$ cat src/rtl/core/y2r_pkg.sv
`timescale 1ns / 1ps
// ----------------------------------------------------------------------------
// y2r_pkg
// shared constants, format codes and pixel helpers for the yuv to rgb555 path
// ----------------------------------------------------------------------------
package y2r_pkg;

  localparam int unsigned FMT_W = 2;
  localparam int unsigned PIX_W = 15;

  // source format codes
  localparam logic [FMT_W-1:0] FMT_YUY2 = 2'd0;
  localparam logic [FMT_W-1:0] FMT_UYVY = 2'd1;
  localparam logic [FMT_W-1:0] FMT_YV12 = 2'd2;

  // 16.16 studio-range matrix
  localparam logic signed [27:0] K_Y  = 28'sd76284;
  localparam logic signed [27:0] K_UB = 28'sd132252;
  localparam logic signed [27:0] K_VR = 28'sd104595;
  localparam logic signed [27:0] K_VG = 28'sd53281;
  localparam logic signed [27:0] K_UG = 28'sd25625;

  // planar chroma scale (x/256) and green mix (x/128)
  localparam logic signed [17:0] K_US = 18'sd475;
  localparam logic signed [17:0] K_VS = 18'sd403;
  localparam logic [13:0]        K_YG = 14'd51;
  localparam logic [13:0]        K_RG = 14'd38;
  localparam logic [13:0]        K_BG = 14'd13;

  function automatic logic [7:0] clip8(input logic signed [15:0] v);
    logic [7:0] res;
    if (v < 16'sd0) begin
      res = 8'd0;
    end else if (v > 16'sd255) begin
      res = 8'd255;
    end else begin
      res = v[7:0];
    end
    return res;
  endfunction

  function automatic logic [PIX_W-1:0] pack555(input logic [7:0] r, input logic [7:0] g,
                                               input logic [7:0] b);
    return {r[7:3], g[7:3], b[7:3]};
  endfunction

endpackage

$ cat src/rtl/core/y2r_packed_pix.sv
`timescale 1ns / 1ps
// ----------------------------------------------------------------------------
// y2r_packed_pix
// one pixel through the 16.16 studio-range matrix, clipped and packed
// ----------------------------------------------------------------------------
module y2r_packed_pix (
  input  logic [7:0]                 y,
  input  logic [7:0]                 u,
  input  logic [7:0]                 v,
  output logic [y2r_pkg::PIX_W-1:0]  pix
);
  import y2r_pkg::*;

  logic signed [9:0]  yd;
  logic signed [9:0]  du;
  logic signed [9:0]  dv;
  logic signed [27:0] c;
  logic signed [27:0] b_sum;
  logic signed [27:0] g_sum;
  logic signed [27:0] r_sum;
  logic [7:0]         r;
  logic [7:0]         g;
  logic [7:0]         b;

  always_comb begin
    yd    = $signed({2'b00, y}) - 10'sd16;
    du    = $signed({2'b00, u}) - 10'sd128;
    dv    = $signed({2'b00, v}) - 10'sd128;
    c     = yd * K_Y;
    b_sum = c + du * K_UB;
    g_sum = c - dv * K_VG - du * K_UG;
    r_sum = c + dv * K_VR;
    // floor shift by 16 is the upper slice
    b     = clip8(16'($signed(b_sum[27:16])));
    g     = clip8(16'($signed(g_sum[27:16])));
    r     = clip8(16'($signed(r_sum[27:16])));
    pix   = pack555(r, g, b);
  end

endmodule

$ cat src/rtl/core/y2r_planar_pix.sv
`timescale 1ns / 1ps
// ----------------------------------------------------------------------------
// y2r_planar_pix
// one planar pixel from pre-scaled chroma, green derived from clipped r and b
// ----------------------------------------------------------------------------
module y2r_planar_pix (
  input  logic [7:0]                 y,
  input  logic signed [9:0]          us,
  input  logic signed [9:0]          vs,
  output logic [y2r_pkg::PIX_W-1:0]  pix
);
  import y2r_pkg::*;

  logic signed [10:0] r_sum;
  logic signed [10:0] b_sum;
  logic signed [10:0] g_sum;
  logic [13:0]        y_mix;
  logic [13:0]        rb_mix;
  logic [7:0]         r;
  logic [7:0]         g;
  logic [7:0]         b;

  always_comb begin
    r_sum  = 11'(vs) + $signed({3'b000, y});
    b_sum  = 11'(us) + $signed({3'b000, y});
    r      = clip8(16'(r_sum));
    b      = clip8(16'(b_sum));
    y_mix  = 14'(y) * K_YG;
    rb_mix = 14'(r) * K_RG + 14'(b) * K_BG;
    g_sum  = $signed({3'b000, y}) + $signed({4'b0000, y_mix[13:7]})
           - $signed({4'b0000, rb_mix[13:7]});
    g      = clip8(16'(g_sum));
    pix    = pack555(r, g, b);
  end

endmodule

$ cat src/rtl/core/yuv422_to_rgb555_converter.sv
`timescale 1ns / 1ps
// ----------------------------------------------------------------------------
// yuv422_to_rgb555_converter
// path: an accepted input beat passes the input register, then the result register, to out_
// throughput: one pixel pair per cycle while out_tready does not stall, set by the input register feeding a
//   single combinational pass into the result register
// reset: rst_n synchronous, active low; clears both valid flags and sets
//   source_format to yuy2
// ----------------------------------------------------------------------------
module yuv422_to_rgb555_converter (
  input  logic        clk,
  input  logic        rst_n,
  // configuration write: source_format
  input  logic        cfg_valid,
  output logic        cfg_ready,
  input  logic [1:0]  cfg_data,
  // input beats
  input  logic        in_tvalid,
  output logic        in_tready,
  input  logic [31:0] in_tdata,   // byte_0 [7:0], byte_1 [15:8], byte_2 [23:16], byte_3 [31:24]
  input  logic        in_tlast,   // frame_end_in
  // result beats
  output logic        out_tvalid,
  input  logic        out_tready,
  output logic [31:0] out_tdata,  // pixel_first [14:0], pixel_second [29:15], zero [31:30]
  output logic        out_tlast   // frame_end_out
);
  import y2r_pkg::*;

  // format register
  logic [FMT_W-1:0] fmt_r;

  // input register stage
  logic        s1_vld_r;
  logic        s1_vld_nxt;
  logic [31:0] s1_data_r;
  logic        s1_last_r;

  // result register stage
  logic             out_vld_r;
  logic             out_vld_nxt;
  logic [PIX_W-1:0] out_pix0_r;
  logic [PIX_W-1:0] out_pix1_r;
  logic             out_last_r;

  logic out_adv;
  logic in_acc;

  // byte routing
  logic [7:0] b0, b1, b2, b3;
  logic [7:0] pk_y0, pk_y1, pk_u, pk_v;

  // planar chroma scaling, shared by both pixels of the pair
  logic signed [9:0]  pl_du;
  logic signed [9:0]  pl_dv;
  logic signed [17:0] us_prod;
  logic signed [17:0] vs_prod;
  logic signed [9:0]  pl_us;
  logic signed [9:0]  pl_vs;

  logic [PIX_W-1:0] pk_pix0, pk_pix1;
  logic [PIX_W-1:0] pl_pix0, pl_pix1;
  logic [PIX_W-1:0] pix0_nxt, pix1_nxt;

  // handshake: the result register frees when empty or being taken
  assign cfg_ready = 1'b1;
  assign out_adv   = !out_vld_r || out_tready;
  assign in_tready = !s1_vld_r || out_adv;
  assign in_acc    = in_tvalid && in_tready;

  always_comb begin
    s1_vld_nxt = s1_vld_r;
    if (in_acc) begin
      s1_vld_nxt = 1'b1;
    end else if (out_adv) begin
      s1_vld_nxt = 1'b0;
    end
    out_vld_nxt = out_adv ? s1_vld_r : out_vld_r;
  end

  always_ff @(posedge clk) begin
    if (!rst_n) begin
      fmt_r     <= FMT_YUY2;
      s1_vld_r  <= 1'b0;
      out_vld_r <= 1'b0;
    end else begin
      if (cfg_valid && cfg_ready) begin
        fmt_r <= cfg_data;
      end
      s1_vld_r  <= s1_vld_nxt;
      out_vld_r <= out_vld_nxt;
    end
  end

  // payload registers, no reset needed
  always_ff @(posedge clk) begin
    if (in_acc) begin
      s1_data_r <= in_tdata;
      s1_last_r <= in_tlast;
    end
    if (out_adv && s1_vld_r) begin
      out_pix0_r <= pix0_nxt;
      out_pix1_r <= pix1_nxt;
      out_last_r <= s1_last_r;
    end
  end

  assign b0 = s1_data_r[7:0];
  assign b1 = s1_data_r[15:8];
  assign b2 = s1_data_r[23:16];
  assign b3 = s1_data_r[31:24];

  // uyvy carries the byte pairs swapped; put them back in yuy2 order
  always_comb begin
    if (fmt_r == FMT_UYVY) begin
      pk_y0 = b1;
      pk_u  = b0;
      pk_y1 = b3;
      pk_v  = b2;
    end else begin
      pk_y0 = b0;
      pk_u  = b1;
      pk_y1 = b2;
      pk_v  = b3;
    end
  end

  // yv12 pair order is y0, y1, u, v; floor shift by 8 is the upper slice
  always_comb begin
    pl_du   = $signed({2'b00, b2}) - 10'sd128;
    pl_dv   = $signed({2'b00, b3}) - 10'sd128;
    us_prod = pl_du * K_US;
    vs_prod = pl_dv * K_VS;
    pl_us   = us_prod[17:8];
    pl_vs   = vs_prod[17:8];
  end

  y2r_packed_pix u_pk0 (.y(pk_y0), .u(pk_u), .v(pk_v), .pix(pk_pix0));
  y2r_packed_pix u_pk1 (.y(pk_y1), .u(pk_u), .v(pk_v), .pix(pk_pix1));
  y2r_planar_pix u_pl0 (.y(b0), .us(pl_us), .vs(pl_vs), .pix(pl_pix0));
  y2r_planar_pix u_pl1 (.y(b1), .us(pl_us), .vs(pl_vs), .pix(pl_pix1));

  // reserved format code gives black pixels, flag still passes
  always_comb begin
    unique case (fmt_r)
      FMT_YUY2, FMT_UYVY: begin
        pix0_nxt = pk_pix0;
        pix1_nxt = pk_pix1;
      end
      FMT_YV12: begin
        pix0_nxt = pl_pix0;
        pix1_nxt = pl_pix1;
      end
      default: begin
        pix0_nxt = '0;
        pix1_nxt = '0;
      end
    endcase
  end

  assign out_tvalid = out_vld_r;
  assign out_tdata  = {2'b00, out_pix1_r, out_pix0_r};
  assign out_tlast  = out_last_r;

  // a waiting pair moves on whenever the result register can take it
  a_s1_moves: assert property (@(posedge clk) disable iff (!rst_n)
    s1_vld_r && out_adv |=> out_vld_r)
    else $error("pair in input register not moved to result register");

  // frame flag follows its own pair
  a_last_follows: assert property (@(posedge clk) disable iff (!rst_n)
    s1_vld_r && out_adv |=> out_last_r == $past(s1_last_r))
    else $error("frame end flag out of step with its pair");

  // both stages empty after reset
  a_reset_empty: assert property (@(posedge clk)
    !rst_n |=> !out_vld_r && !s1_vld_r)
    else $error("stage valid set after reset");

endmodule
$ cat config.mk
export PLATFORM = sky130hd
export DESIGN_NAME = yuv422_to_rgb555_converter
export DESIGN_NICKNAME = d
export VERILOG_FILES = /design/src/rtl/core/y2r_pkg.sv /design/src/rtl/core/y2r_packed_pix.sv /design/src/rtl/core/y2r_planar_pix.sv /design/src/rtl/core/yuv422_to_rgb555_converter.sv
export SDC_FILE = /design/constraint.sdc
export NUM_CORES = 2
export LEC_CHECK = 0
export BUFFER_PORTS_ARGS = -buffer_cell sky130_fd_sc_hd__buf_4
export CAP_MARGIN = 5
export CORE_MARGIN = 2
export CORE_UTILIZATION = 70
export DETAILED_ROUTE_END_ITERATION = 10
export PLACE_DENSITY = 0.9
export SLEW_MARGIN = 5
export SYNTH_ARGS = -nofsm -noshare
export SYNTH_HDL_FRONTEND = slang
export SYNTH_SLANG_ARGS = --single-unit
$ cat constraint.sdc
create_clock -name clk -period 28.9 [get_ports clk]
set_input_delay 7.225 -clock clk [delete_from_list [all_inputs] [get_ports clk]]
set_output_delay 7.225 -clock clk [all_outputs]
set_load 0.02 [all_outputs]
# --- Yosys cells after proc, flatten, opt, wreduce, memory -nomap -nowiden ---
# Cells that the tools add are included.
op_classes:
  multipliers: 14
  n_lt_le_gt_ge: 24
  mux: 32
  reduce_logical: 9
  n_addsub: 24
  n_eq_ne: 2
op_table:
  columns: ["cell", "n"]
  rows:
  - ["8-bit 2-to-1 mux", 28]
  - ["28-bit adder", 4]
  - ["9-bit by 16-bit multiplier with 25-bit output, second input constant", 3]
  - ["12-bit by 9-bit > comparator with 1-bit output, second input constant", 6]
  - ["12-bit by 1-bit < comparator with 1-bit output, second input constant", 6]
  - ["11-bit by 9-bit > comparator with 1-bit output, second input constant", 6]
  - ["11-bit by 1-bit < comparator with 1-bit output, second input constant", 6]
  - ["15-bit case mux with 2 select lines", 2]
  - ["28-bit by 25-bit subtractor with 28-bit output", 2]
  - ["28-bit subtractor", 2]
  - ["9-bit by 17-bit multiplier with 26-bit output, second input constant", 2]
  - ["10-bit by 9-bit adder with 11-bit output", 4]
  - ["9-bit by 10-bit multiplier with 18-bit output, second input constant", 2]
  - ["8-bit by 8-bit subtractor with 9-bit output, second input constant", 4]
  - ["14-bit by 12-bit adder with 14-bit output", 2]
  - ["8-bit by 6-bit multiplier with 14-bit output, second input constant", 2]
  - ["9-bit by 18-bit multiplier with 27-bit output, second input constant", 1]
  - ["8-bit by 5-bit multiplier with 13-bit output, second input constant", 2]
  - ["8-bit by 4-bit multiplier with 12-bit output, second input constant", 2]
  - ["9-bit by 7-bit subtractor with 10-bit output", 2]
  - ["8-bit by 7-bit adder with 9-bit output", 2]
  - ["8-bit by 5-bit subtractor with 9-bit output, second input constant", 2]
  - ["2-bit by 1-bit == test with 1-bit output, second input constant", 1]
  - ["2-bit == test, second input constant", 1]
  - ["7 further kinds", 11]
totals:
  word_cells: 113
  inputBits: 40
  register_bits: 68
  output_inout_bits: 36

# --- Logic depth before layout (Yosys ltp) ---
depth:
  word_depth: 13
  mapped_depth: 61
  mapped_depth_nobuf: 60

# --- By module ---
# Synthesis repeated with hierarchy kept, for this count alone.
unflattened:
  hier_cells: 4261
  hier_area_um2: 38424.4
by_module_without_submodules:
  columns: ["mod", "area_per_inst_um2", "cells_each", "n_inst", "seq_area_each_um2"]
  rows:
  - ["y2r_packed_pix at u_pk1", 12772.2, 1412, 1, 0.0]
  - ["y2r_packed_pix at u_pk0", 12630.9, 1404, 1, 0.0]
  - ["y2r_planar_pix", 3559.7, 424, 2, 0.0]
  - ["yuv422_to_rgb555_converter", 5901.9, 597, 1, 2001.9]

# --- Worst setup path before layout ---
# No wires, ideal clock.
synth_timing:
  path_kind: "input to output"
  from: "input port out_tready"
  to: "output port in_tready"
  path_buffers: 0
  slack_ps: 14079
  stages: 2
  arrival_time_ps: 7596
  t_required_ps: 21675
  path_cell_list: "nor2b_1 -> nand2_1"
synth_via:
  elab_chain_cells: 2
synth_rtl:
  columns: ["item", "line", "rtl"]
  rows:
  - ["from (decl)", "yuv422_to_rgb555_converter.sv:24", "input logic out_tready,"]
  - ["1-bit logical OR", "yuv422_to_rgb555_converter.sv:67", "assign out_adv = !out_vld_r || out_tready;"]
  - ["1-bit logical OR", "yuv422_to_rgb555_converter.sv:68", "assign in_tready = !s1_vld_r || out_adv;"]
  - ["to (decl)", "yuv422_to_rgb555_converter.sv:19", "output logic in_tready,"]
# Every way passes these cells.

# --- Final worst setup path ---
# Ends and elaborated chain as after synthesis.

==> impl_metrics.toml <==
[grt]
grt_pass1_vias = 25796
grt_max_degree = 36
antenna_found_initial = 0
globalRoute.totalOverflow = 0
use_met3_pct = 5.18
grt_util_all_layers_pct = 34.9
grt_use_met1_pct = 41.7
grt_pass1_wl_um = 128000
top_usage_layer = "met2"
met2_usage_pct = 58.4

[cts]
cts_resized = 0
clockBufferDepth = 2
cts_tree = "yes"
root_buffer = "clkbuf_16"
cts.hold.buffers_added = 0
clk_pin_slew_worst_paths_ns = 0.06
numCtsBuffers = 9
cts_num_sinks = 68
clk_latency_ns = 0.40
ctsHtreeMaxLevel = 3
cts_setup_buffers = 0

[worst_setup_path]
cpMaxStageDelayCell = "nor2b_1"
reg2reg_from = "s1_data_r[31]"
end_kind = "output pin"
cp.arrival_ns = 7.95
required_ns = 21.67
reg2reg_to = "out_pix0_r[8]"
crit_top_cell = "buf_4"
r2r_cells = 54
critPathCapture = "in_tready"
critPathLaunch = "out_tready"
cp-start-kind = "input pin"
crit_path_max_fanout = 4
reg2reg_slack_ns = 15.61
crit_chain = "buf_4, nor2b_1, nand2_1, buf_4"
cpPeakStageDelay_ns = 0.30
path_class = "input pin to output pin"

[floorplanning]
rows = 76
die-area_um2 = 45800
core_area_um2 = 43400
die_h_um = 214
die_w_um = 214
start_util_pct = 71.2
ios = 76

[finish]
layout_commonest_cell = "ha_1"
final_util_pct = 74.9
multi_input_area_um2 = 26000
nets = 4789
area_growth_pct = 5.08
most-common-layout-cells = "890 x ha_1, 737 x inv_1, 270 x fa_1"
final_cells = 4179
seq_area_um2 = 2000
n_antenna_cell = 0
fillers = 3025
layout-drive-gt1-share_pct = 4.15

[status]
outcome = "finished clean"

[sta]
period_needed_ns = 15.18
hold_viol = 0
setup_viol = 0
final.setup_skew_ns = 0.0360
min_period_over_period_pct = 52.5
hold_slack_ns = 0.429
tightest_slew_ns = 1.24
rsz0062_at_grt = "false"
setup_tns_ns = 0
relSlewSlack_pct = 17.1
fmaxAchievable_mhz = 65.9
final_max_slew_viol_count = 0

[synthesis]
yosys.cell_types.count = 87
ys_ff_latch = 68
postSynthCellCount = 3513
syn_area_per_cell_um2 = 8.79
yosysWarningCount = 0
synth_ff_type = "edfxtp_1"
syn-cell-area_um2 = 30900
seq_area_frac_synth_pct = 6.48
synth_edf_count = 64
async_reset_ff_share_pct = 0

[placement]
place.port_buffers = 72
gp_congestion = 1.02
dp.final_hpwl_um = 68700
dp.cells = 4163

[route]
drtIter0Drc = 1716
wl_per_cell_um = 19.1
wl_um = 79700
first_pass_iters = 6
drc = 0
routed_via_density = 6.09
ant_nets = 0
num_vias = 25434

[run]
max-cap-violations = 0

[min_path]
hold_class = "flop to flop"
==> worst max-delay path, delay by kind of cell <==
| family | cells | cell delay, ns |
|---|---|---|
| buf+inv | 2 | 0.29 |
| simple gates | 2 | 0.44 |
==> synthesized netlist by cell type, types with 6 or more instances <==
| cell | number | area, µm² |
|---|---|---|
| ha_1 | 890 | 11100 |
| inv_1 | 737 | 2770 |
| fa_1 | 270 | 5410 |
| nor2_1 | 195 | 732 |
| a21oi_1 | 171 | 856 |
| nand2_1 | 153 | 574 |
| xnor2_1 | 143 | 1250 |
| o21ai_0 | 110 | 551 |
| a21o_1 | 86 | 646 |
| edfxtp_1 | 64 | 1920 |
| nor3_1 | 59 | 295 |
| o21a_1 | 58 | 435 |
| xor2_1 | 53 | 464 |
| nand3_1 | 44 | 220 |
| nor2b_1 | 39 | 244 |
| nand2b_1 | 37 | 231 |
| o21bai_1 | 35 | 263 |
| nand4_1 | 23 | 144 |
| or2_2 | 21 | 131 |
| and2_1 | 17 | 106 |
| a211oi_1 | 16 | 120 |
| or3_1 | 16 | 100 |
| and3_1 | 15 | 93.8 |
| o211ai_1 | 15 | 113 |
| mux2i_1 | 13 | 130 |
| o22ai_1 | 13 | 81.3 |
| a21boi_0 | 12 | 90.1 |
| clkbuf_1 | 12 | 45.0 |
| o31ai_1 | 10 | 75.1 |
| a31o_2 | 9 | 78.8 |
| a31oi_1 | 9 | 56.3 |
| a41oi_1 | 9 | 78.8 |
| a211o_1 | 8 | 70.1 |
| nor4_1 | 8 | 50.1 |
| o31a_1 | 8 | 70.1 |
| o32ai_1 | 8 | 70.1 |
| o41ai_1 | 8 | 70.1 |
| o21ai_1 | 7 | 35.0 |
| and4_1 | 6 | 52.6 |
| o2111ai_1 | 6 | 52.6 |
==> worst min-delay path by stage <==
stage / startpoint / to / cells past startpoint
finish: s1_last_r / out_tlast / 0
global route: s1_last_r / out_tlast / 0
CTS: s1_last_r / out_tlast / 0
detailed placement: s1_last_r / out_tlast / 0
global placement: s1_last_r / out_tlast / 0
floorplan: s1_last_r / out_tlast / 0
==> state kept, by name, indices dropped and copies added (netlist names) <==
signal      flops
s1_last_r       1
fmt_r           2
out_pix0_r     15
out_tvalid      1
s1_vld_r        1
out_pix1_r     15
s1_data_r      32
out_tlast       1
==> kinds of logic (layout without fill, tap and decap cells) <==
family                     after synthesis  after routing  synth area share, %
AOI/OAI and AO/OA                      654            654                 14.2
xor gates and xnor gates               196            196                 5.56
adders and majority gates             1160           1160                 53.6
buffers and inverters                  759            838                 9.32
DFF                                     68             68                 6.48
muxes                                   19             19                0.652
other                                    2              4               0.0243
and+or+nand+nor                        655            655                 10.3
==> through the flow <==
stage	cell area (µm²)	setup slack [ns]
2_1_floorplan	30900	14.08
3_3_place_gp	32200	13.76
3_5_place_dp	32200	13.72
4_1_cts	32500	13.72
5_1_grt	32500	13.62
6_report	32500	13.72
==> layout make-up <==
cell class	instances	share of cell area [%]
clock buffers	10	0.705
clock inverters	6	0.197
inverters	737	8.52
well taps	585	2.26
flip-flops and latches	68	6.17
multi-input cells	2688	80.2
repair buffers	85	1.97
==> layer usage <==
metal	part of all wire, %	routed length [µm]	vias up
met5	0	0	-
met3	7.3	5780	335
met1	39	30800	11977
met2	47	37200	1003
li1	-	-	12119
met4	7.4	5870	0
Power is not shown: default switching activity piles up to over one toggle a cycle in this logic, so the estimate is an artifact.
